===== src/hw/rtl/srp_pkg.sv =====
// Shared types, codes and constants of the servo reply parser.
`timescale 1ns / 1ps
package srp_pkg;

   localparam int TICK_BITS    = 16;
   localparam int TIMEOUT_W    = 16;
   localparam int TICK_CMP_W   = (TICK_BITS > TIMEOUT_W) ? TICK_BITS : TIMEOUT_W;
   localparam int CSR_INDEX_W  = 2;
   localparam int CSR_DATA_W   = 16;

   localparam logic [1:0] MODE_BYTE  = 2'd0;
   localparam logic [1:0] MODE_TICK  = 2'd1;
   localparam logic [1:0] MODE_START = 2'd2;

   localparam logic [CSR_INDEX_W-1:0] CSR_EXPECTED_ID      = 2'd0;
   localparam logic [CSR_INDEX_W-1:0] CSR_EXPECTED_COMMAND = 2'd1;
   localparam logic [CSR_INDEX_W-1:0] CSR_PARAM_CAPACITY   = 2'd2;
   localparam logic [CSR_INDEX_W-1:0] CSR_TIMEOUT_TICKS    = 2'd3;

   localparam logic [7:0]  HDR_BYTE     = 8'h55;
   localparam logic [7:0]  ANY_ID       = 8'hfe;
   localparam logic [3:0]  IDLE_LENGTH  = 4'd7;
   localparam logic [7:0]  RST_ID       = 8'hfe;
   localparam logic [7:0]  RST_COMMAND  = 8'h00;
   localparam logic [2:0]  RST_CAPACITY = 3'd4;
   localparam logic [TIMEOUT_W-1:0] RST_TIMEOUT = 16'd1000;

   localparam logic KIND_PARAM  = 1'b0;
   localparam logic KIND_STATUS = 1'b1;

   typedef enum logic [3:0] {
      ST_OK       = 4'd0,
      ST_HEADER   = 4'd1,
      ST_ID       = 4'd2,
      ST_LENGTH   = 4'd3,
      ST_TOO_LONG = 4'd4,
      ST_COMMAND  = 4'd5,
      ST_CHECKSUM = 4'd6,
      ST_TIMEOUT  = 4'd7,
      ST_OVERFLOW = 4'd8
   } status_type;

   typedef struct packed {
      logic       kind;
      logic [1:0] param_index;
      logic [7:0] param_value;
      status_type status;
      logic [2:0] param_count;
   } result_type;

endpackage


===== src/hw/rtl/srp_frame_core.sv =====
// Input register, frame state and per-beat parse logic of the reply parser.
`timescale 1ns / 1ps
module srp_frame_core (
   input  logic                          clock,
   input  logic                          reset,
   input  logic                          req_valid,
   output logic                          req_stall,
   input  logic [1:0]                    req_mode,
   input  logic [7:0]                    req_rx_byte,
   input  logic                          csr_we,
   input  logic [srp_pkg::CSR_INDEX_W-1:0] csr_index,
   input  logic [srp_pkg::CSR_DATA_W-1:0]  csr_wdata,
   input  logic                          room,
   output logic                          push,
   output srp_pkg::result_type           result
);
   import srp_pkg::*;

   logic                 in_valid_ff, in_valid_in;
   logic [1:0]           mode_ff;
   logic [7:0]           byte_ff;

   logic [7:0]           exp_id_ff;
   logic [7:0]           exp_cmd_ff;
   logic [2:0]           capacity_ff;
   logic [TIMEOUT_W-1:0] timeout_ff;

   logic                 active_ff, active_in;
   logic [3:0]           pos_ff, pos_in;
   logic [3:0]           length_ff, length_in;
   logic [7:0]           sum_ff, sum_in;
   logic [TICK_BITS-1:0] ticks_ff, ticks_in;

   logic                 accept, proc;
   logic [2:0]           count;
   logic [TICK_BITS-1:0] ticks_next;
   logic [4:0]           limit;

   assign req_stall = in_valid_ff && !room;
   assign accept    = req_valid && !req_stall;
   assign proc      = in_valid_ff && room;
   assign count     = (pos_ff > 4'd5) ? 3'(pos_ff - 4'd5) : 3'd0;
   assign ticks_next = (ticks_ff == {TICK_BITS{1'b1}}) ? ticks_ff : ticks_ff + 1'b1;
   assign limit     = {2'b00, capacity_ff} + 5'd6;

   always_comb begin
      in_valid_in = accept ? 1'b1 : (proc ? 1'b0 : in_valid_ff);
   end

   always_comb begin
      active_in = active_ff;
      pos_in    = pos_ff;
      length_in = length_ff;
      sum_in    = sum_ff;
      ticks_in  = ticks_ff;
      push      = 1'b0;
      result    = '0;
      if (proc) begin
         case (mode_ff)
            MODE_START: begin
               active_in = 1'b1;
               pos_in    = 4'd0;
               length_in = IDLE_LENGTH;
               sum_in    = 8'd0;
               ticks_in  = '0;
            end
            MODE_TICK: begin
               if (active_ff) begin
                  ticks_in = ticks_next;
                  if (TICK_CMP_W'(ticks_next) >= TICK_CMP_W'(timeout_ff) ||
                      ticks_next == {TICK_BITS{1'b1}}) begin
                     push               = 1'b1;
                     result.kind        = KIND_STATUS;
                     result.status      = ST_TIMEOUT;
                     result.param_count = count;
                     active_in          = 1'b0;
                  end
               end
            end
            MODE_BYTE: begin
               if (active_ff) begin
                  if (pos_ff <= 4'd1) begin
                     if (byte_ff != HDR_BYTE) begin
                        push = 1'b1; result.kind = KIND_STATUS;
                        result.status = ST_HEADER; active_in = 1'b0;
                     end else begin
                        pos_in = pos_ff + 4'd1;
                     end
                  end else if (pos_ff == 4'd2) begin
                     if (byte_ff != exp_id_ff && exp_id_ff != ANY_ID) begin
                        push = 1'b1; result.kind = KIND_STATUS;
                        result.status = ST_ID; active_in = 1'b0;
                     end else begin
                        sum_in = sum_ff + byte_ff;
                        pos_in = pos_ff + 4'd1;
                     end
                  end else if (pos_ff == 4'd3) begin
                     if (byte_ff < 8'd3 || byte_ff > 8'd7) begin
                        push = 1'b1; result.kind = KIND_STATUS;
                        result.status = ST_LENGTH; active_in = 1'b0;
                     end else begin
                        length_in = byte_ff[3:0] + 4'd3;
                        if ({1'b0, length_in} > limit) begin
                           push = 1'b1; result.kind = KIND_STATUS;
                           result.status = ST_TOO_LONG; active_in = 1'b0;
                        end else begin
                           sum_in = sum_ff + byte_ff;
                           pos_in = pos_ff + 4'd1;
                        end
                     end
                  end else if (pos_ff == 4'd4) begin
                     if (byte_ff != exp_cmd_ff) begin
                        push = 1'b1; result.kind = KIND_STATUS;
                        result.status = ST_COMMAND; active_in = 1'b0;
                     end else begin
                        sum_in = sum_ff + byte_ff;
                        pos_in = pos_ff + 4'd1;
                     end
                  end else if ({1'b0, pos_ff} + 5'd1 >= {1'b0, length_ff}) begin
                     // checksum byte closes the frame
                     push               = 1'b1;
                     result.kind        = KIND_STATUS;
                     result.status      = (byte_ff == ~sum_ff) ? ST_OK : ST_CHECKSUM;
                     result.param_count = count;
                     active_in          = 1'b0;
                  end else if (count >= capacity_ff || count >= 3'd4) begin
                     push               = 1'b1;
                     result.kind        = KIND_STATUS;
                     result.status      = ST_OVERFLOW;
                     result.param_count = count;
                     active_in          = 1'b0;
                  end else begin
                     push               = 1'b1;
                     result.kind        = KIND_PARAM;
                     result.param_index = count[1:0];
                     result.param_value = byte_ff;
                     sum_in             = sum_ff + byte_ff;
                     pos_in             = pos_ff + 4'd1;
                  end
               end
            end
            default: begin
            end
         endcase
      end
   end

   always_ff @(posedge clock) begin
      if (reset) begin
         in_valid_ff <= 1'b0;
         active_ff   <= 1'b0;
         pos_ff      <= 4'd0;
         length_ff   <= IDLE_LENGTH;
         sum_ff      <= 8'd0;
         ticks_ff    <= '0;
         exp_id_ff   <= RST_ID;
         exp_cmd_ff  <= RST_COMMAND;
         capacity_ff <= RST_CAPACITY;
         timeout_ff  <= RST_TIMEOUT;
      end else begin
         in_valid_ff <= in_valid_in;
         active_ff   <= active_in;
         pos_ff      <= pos_in;
         length_ff   <= length_in;
         sum_ff      <= sum_in;
         ticks_ff    <= ticks_in;
         if (csr_we) begin
            case (csr_index)
               CSR_EXPECTED_ID:      exp_id_ff   <= csr_wdata[7:0];
               CSR_EXPECTED_COMMAND: exp_cmd_ff  <= csr_wdata[7:0];
               CSR_PARAM_CAPACITY:   capacity_ff <= csr_wdata[2:0];
               CSR_TIMEOUT_TICKS:    timeout_ff  <= csr_wdata[TIMEOUT_W-1:0];
               default: begin
               end
            endcase
         end
      end
   end

   always_ff @(posedge clock) begin
      if (accept) begin
         mode_ff <= req_mode;
         byte_ff <= req_rx_byte;
      end
   end

`ifndef SYNTHESIS
   a_result_needs_frame: assert property (@(posedge clock) disable iff (reset)
      push |-> active_ff)
      else $error("result raised outside an open frame");
   a_status_closes: assert property (@(posedge clock) disable iff (reset)
      (push && result.kind == KIND_STATUS) |=> !active_ff)
      else $error("frame still open after its status beat");
   a_param_advances: assert property (@(posedge clock) disable iff (reset)
      (push && result.kind == KIND_PARAM) |=> pos_ff == $past(pos_ff) + 4'd1)
      else $error("parameter beat did not advance the byte position");
`endif

endmodule


===== src/hw/rtl/srp_out_queue.sv =====
// Two-entry result queue that decouples the parser from the response stall.
`timescale 1ns / 1ps
module srp_out_queue (
   input  logic                clock,
   input  logic                reset,
   input  logic                push,
   input  srp_pkg::result_type push_data,
   output logic                room,
   output logic                rsp_valid,
   input  logic                rsp_stall,
   output srp_pkg::result_type rsp_data
);
   import srp_pkg::*;

   result_type entry_ff [2];
   logic       wr_ptr_ff, rd_ptr_ff;
   logic [1:0] count_ff, count_in;
   logic       pop;

   assign rsp_valid = count_ff != 2'd0;
   assign pop       = rsp_valid && !rsp_stall;
   assign room      = count_ff != 2'd2;
   assign rsp_data  = entry_ff[rd_ptr_ff];

   always_comb begin
      count_in = count_ff + {1'b0, push} - {1'b0, pop};
   end

   always_ff @(posedge clock) begin
      if (reset) begin
         wr_ptr_ff <= 1'b0;
         rd_ptr_ff <= 1'b0;
         count_ff  <= 2'd0;
      end else begin
         count_ff <= count_in;
         if (push) wr_ptr_ff <= ~wr_ptr_ff;
         if (pop)  rd_ptr_ff <= ~rd_ptr_ff;
      end
   end

   always_ff @(posedge clock) begin
      if (push) entry_ff[wr_ptr_ff] <= push_data;
   end

endmodule


===== src/hw/rtl/servo_reply_parser_unit.sv =====
// Top level of the servo bus reply frame parser.
`timescale 1ns / 1ps
// Usage
//   req_ channel: one beat per received byte (mode 0), time tick (mode 1) or
//   start of a new reply (mode 2). Mode 3 beats are taken and dropped.
//   rsp_ channel: at most one beat per request beat, either a parameter byte
//   (kind 0) or the single closing status of the frame (kind 1).
//   csr_ port: write expected ID, expected command, parameter capacity and
//   timeout while the parser is idle; no read-back.
// Timing
//   A request beat lands in the input register, is parsed there by the
//   combinational frame logic and its result is written to a two-entry
//   output queue, from which the response is offered. One beat per cycle is
//   sustained while the queue has room; the rate is set by the single parse
//   pass between input register and queue.
// Stall
//   When the receiver stalls, results hold in the queue; once both entries
//   are full the parsed beat holds in the input register and req_stall rises.
// Reset
//   Synchronous reset closes any frame, empties the queue and loads the
//   register defaults: ID 254 (any), command 0, capacity 4, timeout 1000.
module servo_reply_parser_unit (
   input  logic                            clock,
   input  logic                            reset,
   input  logic                            req_valid,
   output logic                            req_stall,
   input  logic [1:0]                      req_mode,
   input  logic [7:0]                      req_rx_byte,
   output logic                            rsp_valid,
   input  logic                            rsp_stall,
   output logic                            rsp_kind,
   output logic [1:0]                      rsp_param_index,
   output logic [7:0]                      rsp_param_value,
   output logic [3:0]                      rsp_status,
   output logic [2:0]                      rsp_param_count,
   input  logic                            csr_we,
   input  logic [srp_pkg::CSR_INDEX_W-1:0] csr_index,
   input  logic [srp_pkg::CSR_DATA_W-1:0]  csr_wdata
);
   import srp_pkg::*;

   logic       room;
   logic       push;
   result_type result;
   result_type rsp_data;

   // parse stage: input register, frame state and configuration
   srp_frame_core u_core (
      .clock       (clock),
      .reset       (reset),
      .req_valid   (req_valid),
      .req_stall   (req_stall),
      .req_mode    (req_mode),
      .req_rx_byte (req_rx_byte),
      .csr_we      (csr_we),
      .csr_index   (csr_index),
      .csr_wdata   (csr_wdata),
      .room        (room),
      .push        (push),
      .result      (result)
   );

   // result register pair: holds beats while the receiver stalls
   srp_out_queue u_queue (
      .clock     (clock),
      .reset     (reset),
      .push      (push),
      .push_data (result),
      .room      (room),
      .rsp_valid (rsp_valid),
      .rsp_stall (rsp_stall),
      .rsp_data  (rsp_data)
   );

   assign rsp_kind        = rsp_data.kind;
   assign rsp_param_index = rsp_data.param_index;
   assign rsp_param_value = rsp_data.param_value;
   assign rsp_status      = rsp_data.status;
   assign rsp_param_count = rsp_data.param_count;

endmodule

===== config.mk =====
export PLATFORM = sky130hd
export DESIGN_NAME = servo_reply_parser_unit
export DESIGN_NICKNAME = d
export VERILOG_FILES = /design/src/hw/rtl/srp_pkg.sv /design/src/hw/rtl/srp_frame_core.sv /design/src/hw/rtl/srp_out_queue.sv /design/src/hw/rtl/servo_reply_parser_unit.sv
export SDC_FILE = /design/constraint.sdc
export NUM_CORES = 1
export LEC_CHECK = 0
export ABC_AREA = 1
export BUFFER_PORTS_ARGS = -buffer_cell sky130_fd_sc_hd__buf_2
export CORE_AREA = 8 8 129 155
export CTS_CLUSTER_DIAMETER = 150
export DETAILED_ROUTE_END_ITERATION = 8
export DIE_AREA = 0 0 137 163
export GPL_ROUTABILITY_DRIVEN = 0
export GPL_TIMING_DRIVEN = 1
export SLEW_MARGIN = 20
export SYNTH_ARGS = -nofsm -noshare
export SYNTH_HDL_FRONTEND = slang
export SYNTH_SLANG_ARGS = --single-unit

===== constraint.sdc =====
create_clock -name clock -period 5.3 [get_ports clock]
set_clock_uncertainty 0.1 [all_clocks]
set_input_delay 0.53 -clock clock [delete_from_list [all_inputs] [get_ports clock]]
set_output_delay 0.53 -clock clock [all_outputs]
set_load 0.005 [all_outputs]

# After elaboration in Yosys (flattened, before gate mapping)
# Memory sizes are Yosys's and may differ from the RTL's. A register that Yosys moved wholly into a read port is not among the register bits.
# Index checks and enable logic that the tools add are counted.
dict set report totals {
  ff_bits 83
  ram_bits 36
  out_inout_bits 20
  wordCells 204
  mem_count 1
}
# memory depth word_bits rd rd_clocked_by_memory_dff write_ports line_no
set mem_list {}
lappend mem_list {u_queue.entry_ff 2 18 1 1 1 srp_out_queue.sv:15} ;# result_type entry_ff [2];
dict set report op_classes {
  add_sub_neg 9
  magnitude_cmp 9
  n_eq_ne 35
  mux 105
  bitwise_logic 3
  reduce_logical 27
}
# cell n
set ops {}
lappend ops {{two-way mux 4 bit} 22}
lappend ops {{two-way mux 8 bit} 11}
lappend ops {{two-way mux 10 bit} 7}
lappend ops {{two-way mux 1 bit} 40}
lappend ops {{two-way mux 18 bit} 2}
lappend ops {{equality test 16 bit, second input constant} 2}
lappend ops {{two-way mux 16 bit} 2}
lappend ops {{case mux 16 bit (2 select lines)} 1}
lappend ops {{two-way mux 3 bit} 8}
lappend ops {{two-way mux 7 bit} 3}
lappend ops {{AND reduction 10 bit} 2}
lappend ops {{adder 16 x 1 -> 16 bit, second input constant} 1}
lappend ops {{>= comparator 16 bit} 1}
lappend ops {{!= test 8 bit} 2}
lappend ops {{case mux 4 bit (2 select lines)} 2}
lappend ops {{case mux 8 bit (2 select lines)} 1}
lappend ops {{!= test 5 x 3 -> 1 bit, second input constant} 3}
lappend ops {{case mux 7 bit (2 select lines)} 1}
lappend ops {{!= test 4 x 3 -> 1 bit, second input constant} 3}
lappend ops {{!= test 6 x 2 -> 1 bit, second input constant} 2}
lappend ops {{!= test 5 x 2 -> 1 bit, second input constant} 2}
lappend ops {{AND reduction 2 bit} 5}
lappend ops {{adder 8 bit} 1}
lappend ops {{equality test 4 x 2 -> 1 bit, second input constant} 2}
lappend ops {{other kinds (39)} 62}

# Depth between registers and ports, before layout
# Gate-level depths: netlist of the first run.
dict set report depth {
  ltp_word 13
  depth_mapped 24
  ltp_nobuf 24
}

# Cells and area by module
# A second synthesis of the first run with hierarchy kept.
dict set report hier_totals {
  hier_cells 850
  hier_area_um2 6935.4
}
# module n_inst cells_per_inst area_each_um2 seq_area_each_um2
set by_module_without_submodules {}
lappend by_module_without_submodules {srp_frame_core 1 758 5343.9 1681.6}
lappend by_module_without_submodules {srp_out_queue 1 92 1591.5 1181.1}

# Worst setup path before layout of the first run
# No wires, ideal clock.
dict set report synth_path {
  path_type {register to register}
  from {register u_core.ticks_ff[0]}
  to {memory u_queue.entry_ff[0][0] (netlist bit) (enable)}
  t_arrival_ps 2996
  setup_slack_ps 1812
  stages_incl_launch_ff 18
  period_less_slack_ps 3488
  path_cell_list {dfxtp_1 > ha_1 > nand3_1 > nor2_4 > nand3_1 > nand2_1 > nand3_1 > ha_1 > nand4_1 > nor2_1 > inv_1 > o21ai_0 > nor2_1 > nand2_2 > nand2_4 > nand2_4 > nand2_1 > nor2_1}
}
dict set report synth_via {
  elab_chain_cells 10
  word_cells_on_any_way 12
  classes_between {add/sub: 1; order compare: 1; eq/ne: 2; mux: 7; reduce/logical: 1}
}
# item line_no
set synth_rtl {}
lappend synth_rtl {{start, declared} srp_frame_core.sv:32} ;# logic [TICK_BITS-1:0] ticks_ff, ticks_in;
lappend synth_rtl {{start signal, assigned} srp_frame_core.sv:166} ;# ticks_ff <= ticks_in;
lappend synth_rtl {{adder 16 x 1 -> 16 bit / equality test 16 bit (equally long branches)} srp_frame_core.sv:43} ;# assign ticks_next = (ticks_ff == {TICK_BITS{1'b1}}) ? ticks_ff : ticks_ff + 1'b1;
lappend synth_rtl {{two-way mux 16 bit (*)} srp_frame_core.sv:43}
lappend synth_rtl {{>= comparator 16 bit / equality test 16 bit (equally long branches)} {srp_frame_core.sv:70, srp_frame_core.sv:71}}
lappend synth_rtl {{logical OR 1 bit (*)} srp_frame_core.sv:70} ;# if (TICK_CMP_W'(ticks_next) >= TICK_CMP_W'(timeout_ff) ||
lappend synth_rtl {{two-way mux 1 bit (*)} srp_frame_core.sv:70}
lappend synth_rtl {{two-way mux 1 bit (*)} srp_frame_core.sv:68} ;# if (active_ff) begin
lappend synth_rtl {{case mux 1 bit (2 select lines) (*)} srp_frame_core.sv:59} ;# case (mode_ff)
lappend synth_rtl {{two-way mux 1 bit (*)} srp_frame_core.sv:58} ;# if (proc) begin
lappend synth_rtl {{two-way mux 1 bit (*)} srp_out_queue.sv:42} ;# if (push) entry_ff[wr_ptr_ff] <= push_data;
lappend synth_rtl {{two-way mux 1 bit (implied by the code) (*)} srp_out_queue.sv:42}
lappend synth_rtl {{end, declared} srp_out_queue.sv:15}
# Mark *: on every way between the ends. The rest lies on a longest branch, timed or not.

# Worst setup path after layout of the first run
dict set report layout_path {
  from {register u_core.ticks_ff[0]}
  to {register u_queue.count_ff[1]}
}
dict set report layout_via {
  elab_chain_cells 10
  word_cells_on_any_way 12
  classes_between {add/sub: 3; order compare: 1; eq/ne: 2; mux: 5; reduce/logical: 1}
}
# item line_no
set layout_rtl {}
lappend layout_rtl {{adder 16 x 1 -> 16 bit / equality test 16 bit (equally long branches)} srp_frame_core.sv:43}
lappend layout_rtl {{two-way mux 16 bit (*)} srp_frame_core.sv:43}
lappend layout_rtl {{>= comparator 16 bit / equality test 16 bit (equally long branches)} {srp_frame_core.sv:70, srp_frame_core.sv:71}}
lappend layout_rtl {{logical OR 1 bit (*)} srp_frame_core.sv:70}
lappend layout_rtl {{two-way mux 1 bit (*)} srp_frame_core.sv:70}
lappend layout_rtl {{two-way mux 1 bit (*)} srp_frame_core.sv:68}
lappend layout_rtl {{case mux 1 bit (2 select lines) (*)} srp_frame_core.sv:59}
lappend layout_rtl {{two-way mux 1 bit (*)} srp_frame_core.sv:58}
lappend layout_rtl {{adder 2 x 1 -> 2 bit (*)} srp_out_queue.sv:26} ;# count_in = count_ff + {1'b0, push} - {1'b0, pop};
lappend layout_rtl {{subtractor 2 x 1 -> 2 bit (*)} srp_out_queue.sv:26}
lappend layout_rtl {{end signal, assigned} srp_out_queue.sv:35} ;# count_ff <= count_in;
lappend layout_rtl {{end, declared} srp_out_queue.sv:17} ;# logic [1:0] count_ff, count_in;
# Marked as above.
# A chain may end at the register's enable or synchronous reset.

==> flow_summary_export.csv, run 1 <==
group,metric,value,unit
setup_path,worst_ep_arrival_time,3.79,ns
timing,worst_pin_slew,1.05,ns
synthesis,syn_area,6880,um2
power,p_clk_frac,0.479,
clocking,htreeDepth,4,
synthesis,synth_ff_type,"dfxtp_1",
timing,clock.fmax,282,MHz
setup_path,end_kind,"flip-flop",
timing,rsz0062_at_grt,"no",
clocking,clockRootBuffer,"clkbuf_16",
power,combPwrFrac,0.092,
clocking,worstSkewPairLatency,0.42,ns
clocking,cts_resized,0,
clocking,ctsHoldBuffers,0,
place,placed_area,7350,um2
cells_and_area,layout.nets,999,
clocking,cts_tree,"built",
power,switchingPower,566,uW
power,switching_share,0.240,
synthesis,ys_seq_elements,120,
clocking,cts.sinks,120,
hold_path,hold_path.class,"input port to flip-flop",
synthesis,synth.avg_cell_area,7.95,um2
synthesis,async_flop_share,0,
setup_path,path_class,"flip-flop to flip-flop",
clocking,post_cts_buffers,0,
route,avgViaCountPerCell,4.99,
power,ir_worst_vdd,145,uV
setup_path,slowest_stage,"dfxtp_1",
synthesis,yosys.area.top_type,"dfxtp_1",
cells_and_area,nFillCells,1743,
global_route,grt_pass1_wl,27.1,mm
die,fp.dieW,137,um
setup_path,cp_max_fo,5,
route,drc,0,
cells_and_area,diodes,0,
cells_and_area,design_area,7930,um2
synthesis,ys_seq_area_frac,0.416,
synthesis,synth_top_area_share,0.215,
global_route,first_global_vias,5523,
place,hpwl,12.7,mm
die,coreArea,17400,um2
clocking,cts_buffers,17,
synthesis,yosysMostFrequentCell,"nand2_1",
timing,slew_headroom,0.294,
synthesis,synth_cell_types,42,
power,seqPwrFrac,0.429,
power,p_int,1790,uW
clocking,cts.clk_slew.worst_paths,0.05,ns
route,routedWlPerCell,14.5,um
route,drt-total-wl,16.8,mm
synthesis,syn-instance-count,865,
die,die_height,163,um
setup_path,slowest_delay,0.40,ns
timing,finalWorstPathRequiredPeriod,3.54,ns
route,antenna_left,0,
setup_path,start_kind,"flip-flop",
global_route,grt_max_degree,38,
die,initial_core_util,0.396,
die,die-area,22300,um2
route,dr_total_vias,5751,
run,drv_cap,0,
synthesis,syn_nets,944,
timing,maxSlewViolCount,0,
power,p_leak,0.00357,uW
global_route,grt_usage,0.154,
die,io_pins,53,
timing,setup_violations,0,
synthesis,synth_warnings,0,
timing,finalCritPeriodShare,0.668,
run_status,status,"finished, final reports clean",
global_route,antenna_found_initial,0,
timing,finalHoldViolations,0,
synthesis,synth_area_leaders,"dfxtp_1 22%, edfxtp_1 20%, nand2_1 9.7%",
synthesis,synth_edf_count,46,
cells_and_area,utilization,0.456,
cells_and_area,area_growth_syn_to_layout,15.3,%
route,drt-initial-drc-count,268,
die,num_rows,53,
route,dr.pass1.iters,5,
cells_and_area,drive_gt1_frac,0.143,
place,io_buffers,52,
setup_path,worstPathCellList,"ha_1 > nand2_2 > nor2_4 > nand2_4 > nor2_4 > nor2_1 > nor2_1 > ha_1 > a21oi_1 > o21ai_0 > a21oi_1 > o21ai_0 > nor2_1 > nand2_2 > nand2_4 > nand2_4 > nand2_1 > inv_1 > ha_1 > xor2_1 > o21ai_0 > a21oi_1",
power,power.density,297,nW/um2
synthesis,synthTopCellsByCount,"178 x nand2_1, 103 x inv_1, 90 x nor2_1",
setup_path,cp.required,5.54,ns
clocking,cts.path.max_buffers,2,
global_route,overflow,0,
timing,finalSetupTns,0,ns
flip-flops by register name, summed over array words and instances, names as in the netlist, named ones only:
register	cells
u_core.active_ff	1
u_core.byte_ff	8
u_core.capacity_ff	3
u_core.exp_cmd_ff	8
u_core.exp_id_ff	8
u_core.in_valid_ff	1
u_core.length_ff	4
u_core.mode_ff	2
u_core.pos_ff	4
u_core.sum_ff	8
u_core.ticks_ff	16
u_core.timeout_ff	16
u_queue.count_ff	2
u_queue.entry_ff	36
u_queue.rd_ptr_ff	1
u_queue.wr_ptr_ff	1
placed cells by master, fill, tap and decap left out, drive strengths merged, types with 2 or more instances in the layout:
cell type,instances
a21oi,80
buf,56
bufinv,3
clkbuf,21
clkinv,8
dfxtp,74
edfxtp,46
ha,45
inv,106
mux2,18
nand2,187
nand3,38
nand3b,2
nand4,26
nor2,100
nor3,19
nor4,2
o211ai,7
o21ai,51
o21bai,3
o311ai,2
or2,4
xnor2,14
xor2,13
logic make-up after synthesis:
logic type | synth area share
XOR/XNOR | 0.0344
AO/OA/AOI/OAI | 0.116
multiplexers | 0.0295
flip-flops | 0.416
adder cells (fa/ha/maj) | 0.0848
AND/OR/NAND/NOR | 0.248
buffers and inverters | 0.0717
final timing paths:
check / from / endpoint / slack, ns / cells after the start
setup / recovery: u_core.ticks_ff[0] / u_queue.count_ff[1] / 1.76 / 22
hold / removal: req_rx_byte[3] / u_core.byte_ff[3] / 0.19 / 1
setup reg to reg: u_core.ticks_ff[0] / u_queue.count_ff[1] / 1.76 / 22
hold reg to reg: u_queue.rd_ptr_ff / u_queue.rd_ptr_ff / 0.35 / 1
routing by layer:
metal,track usage,vias to the layer above,wire [um]
li1,-,2999,-
met1,0.180,2649,7430
met2,0.271,79,8530
met3,0.0321,24,543
met4,0.0495,0,259
met5,0,-,0
final cells by class:
class                      count  area [um2]  share of cell area
timing repair buffer          56         290              0.0366
tap                          220         275              0.0347
clock buffer                  21         440              0.0556
inverter                     107         402              0.0507
sequential                   120        2860               0.361
multi-input combinational    618        3520               0.445
clock inverter                11         133              0.0167
metrics by stage:
stage	worst slack, ns	cells	hold WS (ns)	total power [uW]
2_1_floorplan	1.81	865	0.326	1170
3_3_place_gp	1.80	1121	0.335	1240
3_5_place_dp	1.72	1121	0.347	1250
4_1_cts	1.71	1153	0.171	2380
5_1_grt	1.29	1153	0.170	2450
6_report	1.76	1153	0.187	2360
critical path: cells and delay by family (launching register included):
kind | cells | cell delay (ns)
fa+ha+maj | 3 | 0.74
xor+xnor | 1 | 0.17
buf+inv | 1 | 0.05
flops | 1 | 0.40
compound gates | 6 | 0.74
simple gates | 11 | 1.28
power by group through the flow:
stage                     combinational, uW  clock, uW  sequential, uW
after detailed placement                216          0            1030
after global placement                  213          0            1030
after floorplan                         160          0            1010
after global routing                    246       1190            1020
final                                   216       1130            1010
after CTS                               217       1150            1010
Note: power is estimated with default switching activity, not from simulation.
==> inputs of run 2 (changes only) <==
Clock period 5.3 ns to 3 ns, I/O delays scaled along.
==> run 2 against run 1 <==
Against the previous run:
- the run now ends with setup timing left
- non-clock buffer count rose by 116
- sequential share of layout area down 4.9 points
- wire length grew 9.6%
- utilization increased by 7.4 points
- critical path type unchanged
- via count up 8.2%
- worst setup slack got worse by 1.9 ns
==> flow_summary_export.csv, run 2 (synthesized netlist as in run 1, its figures left out) <==
group,metric,value,unit
timing,clock.fmax,321,MHz
timing,finalWorstPathRequiredPeriod,3.12,ns
cells_and_area,layout_common_cells,"168 x nand2_1, 104 x buf_4, 98 x inv_1",
setup_path,rrSetupSlack,-0.12,ns
cells_and_area,diodes,0,
cells_and_area,largest_register_ffs,36,
die,num_rows,53,
setup_path,worstPathCellList,"ha_4 > nand2_4 > nor2_4 > nand2_4 > nor2_4 > inv_4 > buf_4 > nand2_4 > ha_4 > a21oi_2 > o21ai_1 > a21oi_1 > o21ai_2 > nor2_2 > nand2_2 > nand2_4 > nand2_4 > nand2_4 > inv_2 > ha_4 > xor2_2 > o21ai_2 > a21oi_1",
global_route,antenna_found_initial,0,
global_route,grt_max_degree,37,
global_route,grt_usage,0.170,
die,coreArea,17400,um2
cells_and_area,nFillCells,1642,
setup_path,crit_buf_inv,3,
route,drt-initial-drc-count,285,
timing,worst_pin_slew,0.770,ns
power,power.density,466,nW/um2
place,dpl_worst_slack,-0.241,ns
hold_path,hold_path.class,"input port to flip-flop",
cells_and_area,layout.nets,1115,
setup_path,slowest_stage,"dfxtp_4",
cells_and_area,multi_input_area,3820,um2
clocking,cts.path.max_buffers,2,
setup_path,worst_ep_arrival_time,3.33,ns
place,hpwl,13.7,mm
setup_path,end_kind,"flip-flop",
clocking,cts_tree,"built",
die,die-area,22300,um2
timing,finalCritPeriodShare,1.04,
setup_path,cp_top_family,"simple AND/OR/NAND/NOR gates",
run_status,violations,"setup timing",
timing,setup_violations,43,
cells_and_area,utilization,0.530,
setup_path,start_kind,"flip-flop",
route,dr_total_vias,6223,
run_status,status,"finished with violations",
die,initial_core_util,0.396,
setup_path,path_class,"flip-flop to flip-flop",
route,drc,0,
cells_and_area,top_register,"u_queue.entry_ff",
cells_and_area,final_common_cell,"nand2_1",
power,finalPower,4300,uW
setup_path,cp_max_fo,8,
setup_path,cpMostUsedCell,"nand2_4",
route,routedWlPerCell,14.5,um
timing,maxSlewViolCount,0,
cells_and_area,seq_area,2880,um2
power,p_leak,0.00420,uW
route,drt-total-wl,18.4,mm
clocking,cts.sinks,120,
run,drv_cap,0,
clocking,cts.clk_slew.worst_paths,0.06,ns
power,ir_worst_vdd,336,uV
timing,slew_headroom,0.486,
clocking,htreeDepth,4,
timing,finalHoldViolations,0,
place,io_buffers,52,
setup_path,slowest_delay,0.37,ns
clocking,cts_buffers,17,
cells_and_area,area_growth_syn_to_layout,33.9,%
cells_and_area,reg_top3,"u_queue.entry_ff: 36 flops, u_core.ticks_ff: 16 flops, u_core.timeout_ff: 16 flops",
clocking,clockRootBuffer,"clkbuf_16",
die,fp.dieW,137,um
die,io_pins,53,
global_route,first_global_vias,6036,
route,dr.pass1.iters,5,
die,die_height,163,um
timing,rsz0062_at_grt,"yes",
global_route,grt_pass1_wl,29.7,mm
global_route,overflow,0,
cells_and_area,drive_gt1_frac,0.292,
setup_path,cp.required,3.21,ns
timing,setup_ws,-0.118,ns
route,avgViaCountPerCell,4.90,
route,antenna_left,0,
clocking,worstSkewPairLatency,0.43,ns
[run 2: changes by cell type in the layout (fill, tap and decap cells not counted), sizes merged, moves of 2 or more]
| cell | before | now |
|---|---|---|
| buf | 56 | 160 |
| clkinvlp | 1 | 4 |
| dlygate4sd3 | 0 | 12 |
| inv | 106 | 110 |
| clkbuf | 21 | 17 |
| clkinv | 8 | 6 |
[run 2: worst paths after layout]
path	startpoint	to	cells past startpoint
worst max-delay path	u_core.ticks_ff[0]	u_queue.count_ff[1]	23
worst min-delay path	csr_wdata[7]	u_core.exp_id_ff[7]	3
worst max register to register	u_core.ticks_ff[0]	u_queue.count_ff[1]	23
worst min register to register	u_queue.rd_ptr_ff	u_queue.rd_ptr_ff	1
[run 2: per-stage QoR]
step,area (um2),cells,TNS [ns],hold WS [ns]
finish,9210,1269,-2.95,0.0376
global route,9210,1269,-13.08,0.0334
CTS,9020,1263,-2.60,0.0234
detailed placement,8080,1206,-4.33,0.341
global placement,8080,1206,-1.66,0.335
floorplan,6930,865,0,0.299
[run 2: area by class of cell]
cell class                      count  area share
Clock buffer                       17      0.0462
Clock inverter                     15      0.0183
Inverter                          107      0.0443
Multi-Input combinational cell    618       0.415
Sequential cell                   120       0.312
Tap cell                          220      0.0299
Timing Repair Buffer              172       0.134
[run 2: timing repair]
item / CTS / global route
setup buffers: 13 / 7
setup endpoints to repair: 48 / 76
pin swaps: 24 / 19
resized for setup: 31 / 45
hold endpoints to repair: 12 / 0
hold buffers: 12 / 0
[run 2: report_power, final]
part | leakage (uW) | total (uW) | switching (uW) | internal, uW
registers | 0.00110 | 1780 | 48.0 | 1730
clock network | 0.000283 | 2040 | 798 | 1240
logic | 0.00282 | 481 | 278 | 203
total | 0.00420 | 4300 | 1120 | 3170
[run 2: worst register-to-register path, delay by kind of cell (launching register included)]
family | cells | cell delay [ns]
buf+inv | 3 | 0.26
compound gates | 6 | 0.66
fa+ha+maj | 3 | 0.52
xor+xnor | 1 | 0.18
flops | 1 | 0.37
simple gates | 10 | 0.90
[run 2: metal layers]
metal / part of all wire / wire length, um / global-route usage
met4: 0.030 / 557 / 0.0816
met2: 0.51 / 9390 / 0.295
met1: 0.42 / 7780 / 0.192
met5: 0 / 0 / 0
met3: 0.035 / 649 / 0.0370
==> inputs of run 3 (changes only) <==
Settings changed: CORE_AREA 8 8 129 155 to 8 8 150 180, DIE_AREA 0 0 137 163 to 0 0 158 188.
==> run 3 against run 2 <==
Against the previous run:
- the flow still finishes with violations (setup timing)
- worst setup slack worse by 0.13 ns
- total power increased by 5.1%
- count of clock-buffer cells in the layout did not move
- combinational power rose by 4.8%
- first-iteration DRC count increased by 27%
- sequential share of layout area fell by 2.1 points
- critical path type unchanged
- largest cell class unchanged
- highest routed layer unchanged
==> flow_summary_export.csv, run 3 (synthesized netlist as in run 1, its figures left out) <==
group,metric,value,unit
run_status,status,"finished with violations",
run_status,violations,"setup timing",
timing,setup_ws,-0.249,ns
power,combPwrFrac,0.112,
power,p_int,3350,uW
cells_and_area,layout.nets,1137,
cells_and_area,reg_top3,"u_queue.entry_ff: 36 flops, u_core.ticks_ff: 16 flops, u_core.timeout_ff: 16 flops",
hold_path,hold_path_end,"u_core.exp_id_ff[3]",
timing,slew_headroom,0.412,
timing,finalHoldViolations,0,
place,post-place-cells,1309,
power,switching_share,0.258,
timing,setup_violations,48,
clocking,cts.clk_slew.worst_paths,0.06,ns
cells_and_area,diodes,0,
route,drt-initial-drc-count,363,
cells_and_area,layout_common_cells,"165 x nand2_1, 113 x buf_4, 96 x inv_1",
setup_path,r2r-end,"u_queue.entry_ff[0][12]",
power,power.density,457,nW/um2
die,initial_core_util,0.283,
setup_path,start_kind,"flip-flop",
clocking,htreeDepth,4,
timing,worst_pin_slew,0.876,ns
clocking,clockRootBuffer,"clkbuf_16",
hold_path,hold_path.class,"input port to flip-flop",
die,coreArea,24300,um2
global_route,antenna_found_initial,0,
power,p_leak,0.00440,uW
cells_and_area,drive_gt1_frac,0.329,
setup_path,rr_startpoint,"u_core.ticks_ff[1]",
setup_path,end_kind,"flip-flop",
route,drc,0,
cells_and_area,top_register,"u_queue.entry_ff",
timing,clock.fmax,308,MHz
die,die-area,29700,um2
global_route,grt_usage,0.135,
setup_path,cp.required,3.04,ns
clocking,cts.sinks,120,
cells_and_area,area_growth_syn_to_layout,43.8,%
place,io_buffers,52,
setup_path,reg2reg_depth,23,
run,drv_cap,0,
power,p_clk_frac,0.495,
cells_and_area,utilization,0.407,
die,die_height,188,um
route,dr_total_vias,6471,
timing,maxSlewViolCount,0,
route,dr.pass1.iters,5,
power,ir_worst_vdd,296,uV
timing,finalWorstPathRequiredPeriod,3.25,ns
timing,holdWs,0.0276,ns
global_route,overflow,0,
power,switchingPower,1160,uW
route,drt-total-wl,20.2,mm
cells_and_area,stdcell_count,1396,
route,avgViaCountPerCell,4.64,
setup_path,cp_max_fo,18,
global_route,grt_pass1_wl,31.6,mm
setup_path,rrSetupSlack,-0.25,ns
hold_path,hp-start,"csr_wdata[3]",
die,num_rows,63,
die,io_pins,53,
place,hpwl,14.1,mm
power,seqPwrFrac,0.394,
setup_path,worst_ep_arrival_time,3.29,ns
setup_path,path_class,"flip-flop to flip-flop",
global_route,first_global_vias,6453,
global_route,grt_max_degree,37,
route,antenna_left,0,
die,fp.dieW,158,um
clocking,cts_buffers,17,
route,routedWlPerCell,14.5,um
clocking,worstSkewPairLatency,0.43,ns
cells_and_area,largest_register_ffs,36,
timing,rsz0062_at_grt,"yes",
clocking,cts.path.max_buffers,2,
hold_path,holdPathStages,3,
clocking,cts_tree,"built",
cells_and_area,final_common_cell,"nand2_1",
cells_and_area,nFillCells,2453,
timing,finalCritPeriodShare,1.08,
-- run 3: worst max-delay path: stages, from the launching register on --
cell and delay (ns):
dfxtp_4 0.37, ha_4 0.16, nand2_4 0.05, nor2_4 0.13, nand2_4 0.07, nor2_4 0.15
buf_12 0.14, clkinv_8 0.07, buf_6 0.12, nand2_4 0.07, ha_4 0.14, nand2_2 0.06
buf_6 0.11, inv_2 0.04, nand4_1 0.16, nor3_2 0.26, nor2_4 0.06, nand2_2 0.09
nand2_4 0.06, nand2_4 0.09, nand2_4 0.05, buf_4 0.13, nor2_4 0.09, buf_12 0.16
-- run 3: cell type report --
cell class                      instances  area [um2]  area share
Clock buffer                           17         425      0.0430
Clock inverter                         15         216      0.0219
Inverter                              107         418      0.0423
Multi-Input combinational cell        618        4030       0.408
Sequential cell                       120        2880       0.291
Tap cell                              325         407      0.0411
Timing Repair Buffer                  193        1500       0.152
Timing Repair inverter                  1        6.26    0.000633
-- run 3: timing repair --
action,4_1_cts,5_1_grt
pin swaps,27,51
hold buffers,12,0
hold endpoints to repair,12,0
gates cloned,4,0
setup buffers,24,20
resized for setup,41,88
endpoints found under the setup margin,67,86
-- run 3: layer usage --
| metal | share of wire | GRT usage | routed length (um) |
|---|---|---|---|
| met5 | 0 | 0 | 0 |
| met4 | 0.023 | 0.0501 | 463 |
| met2 | 0.52 | 0.246 | 10500 |
| met1 | 0.42 | 0.150 | 8480 |
| met3 | 0.039 | 0.0265 | 778 |
-- run 3: worst max-delay path by stage --
stage | end | slack, ns | startpoint | cells past startpoint
after floorplan | u_queue.count_ff[1] | 0.006 | u_core.ticks_ff[1] | 23
after global routing | u_queue.entry_ff[0][12] | -0.40 | u_core.ticks_ff[1] | 23
final | u_queue.entry_ff[0][12] | -0.25 | u_core.ticks_ff[1] | 23
after detailed placement | u_queue.count_ff[1] | -0.33 | u_core.ticks_ff[0] | 23
after CTS | u_queue.count_ff[1] | -0.17 | u_core.ticks_ff[0] | 22
after global placement | u_queue.count_ff[1] | -0.24 | u_core.ticks_ff[0] | 23
-- run 3: power by group through the flow --
stage	clock, uW	sequential (uW)	combinational, uW
2_1_floorplan	0	1790	284
3_3_place_gp	0	1810	423
3_5_place_dp	0	1810	428
4_1_cts	2260	1780	455
5_1_grt	2330	1780	565
6_report	2230	1780	504
-- run 3: through the flow --
| stage | total power [uW] | cell area [um2] | worst slack [ns] | setup TNS [ns] |
|---|---|---|---|---|
| floorplan | 2080 | 6930 | 0.00570 | 0 |
| detailed placement | 2240 | 8190 | -0.327 | -8.31 |
| CTS | 4500 | 9350 | -0.173 | -5.01 |
| global route | 4680 | 9890 | -0.402 | -18.11 |
| global placement | 2240 | 8190 | -0.238 | -4.80 |
| finish | 4510 | 9890 | -0.249 | -9.99 |
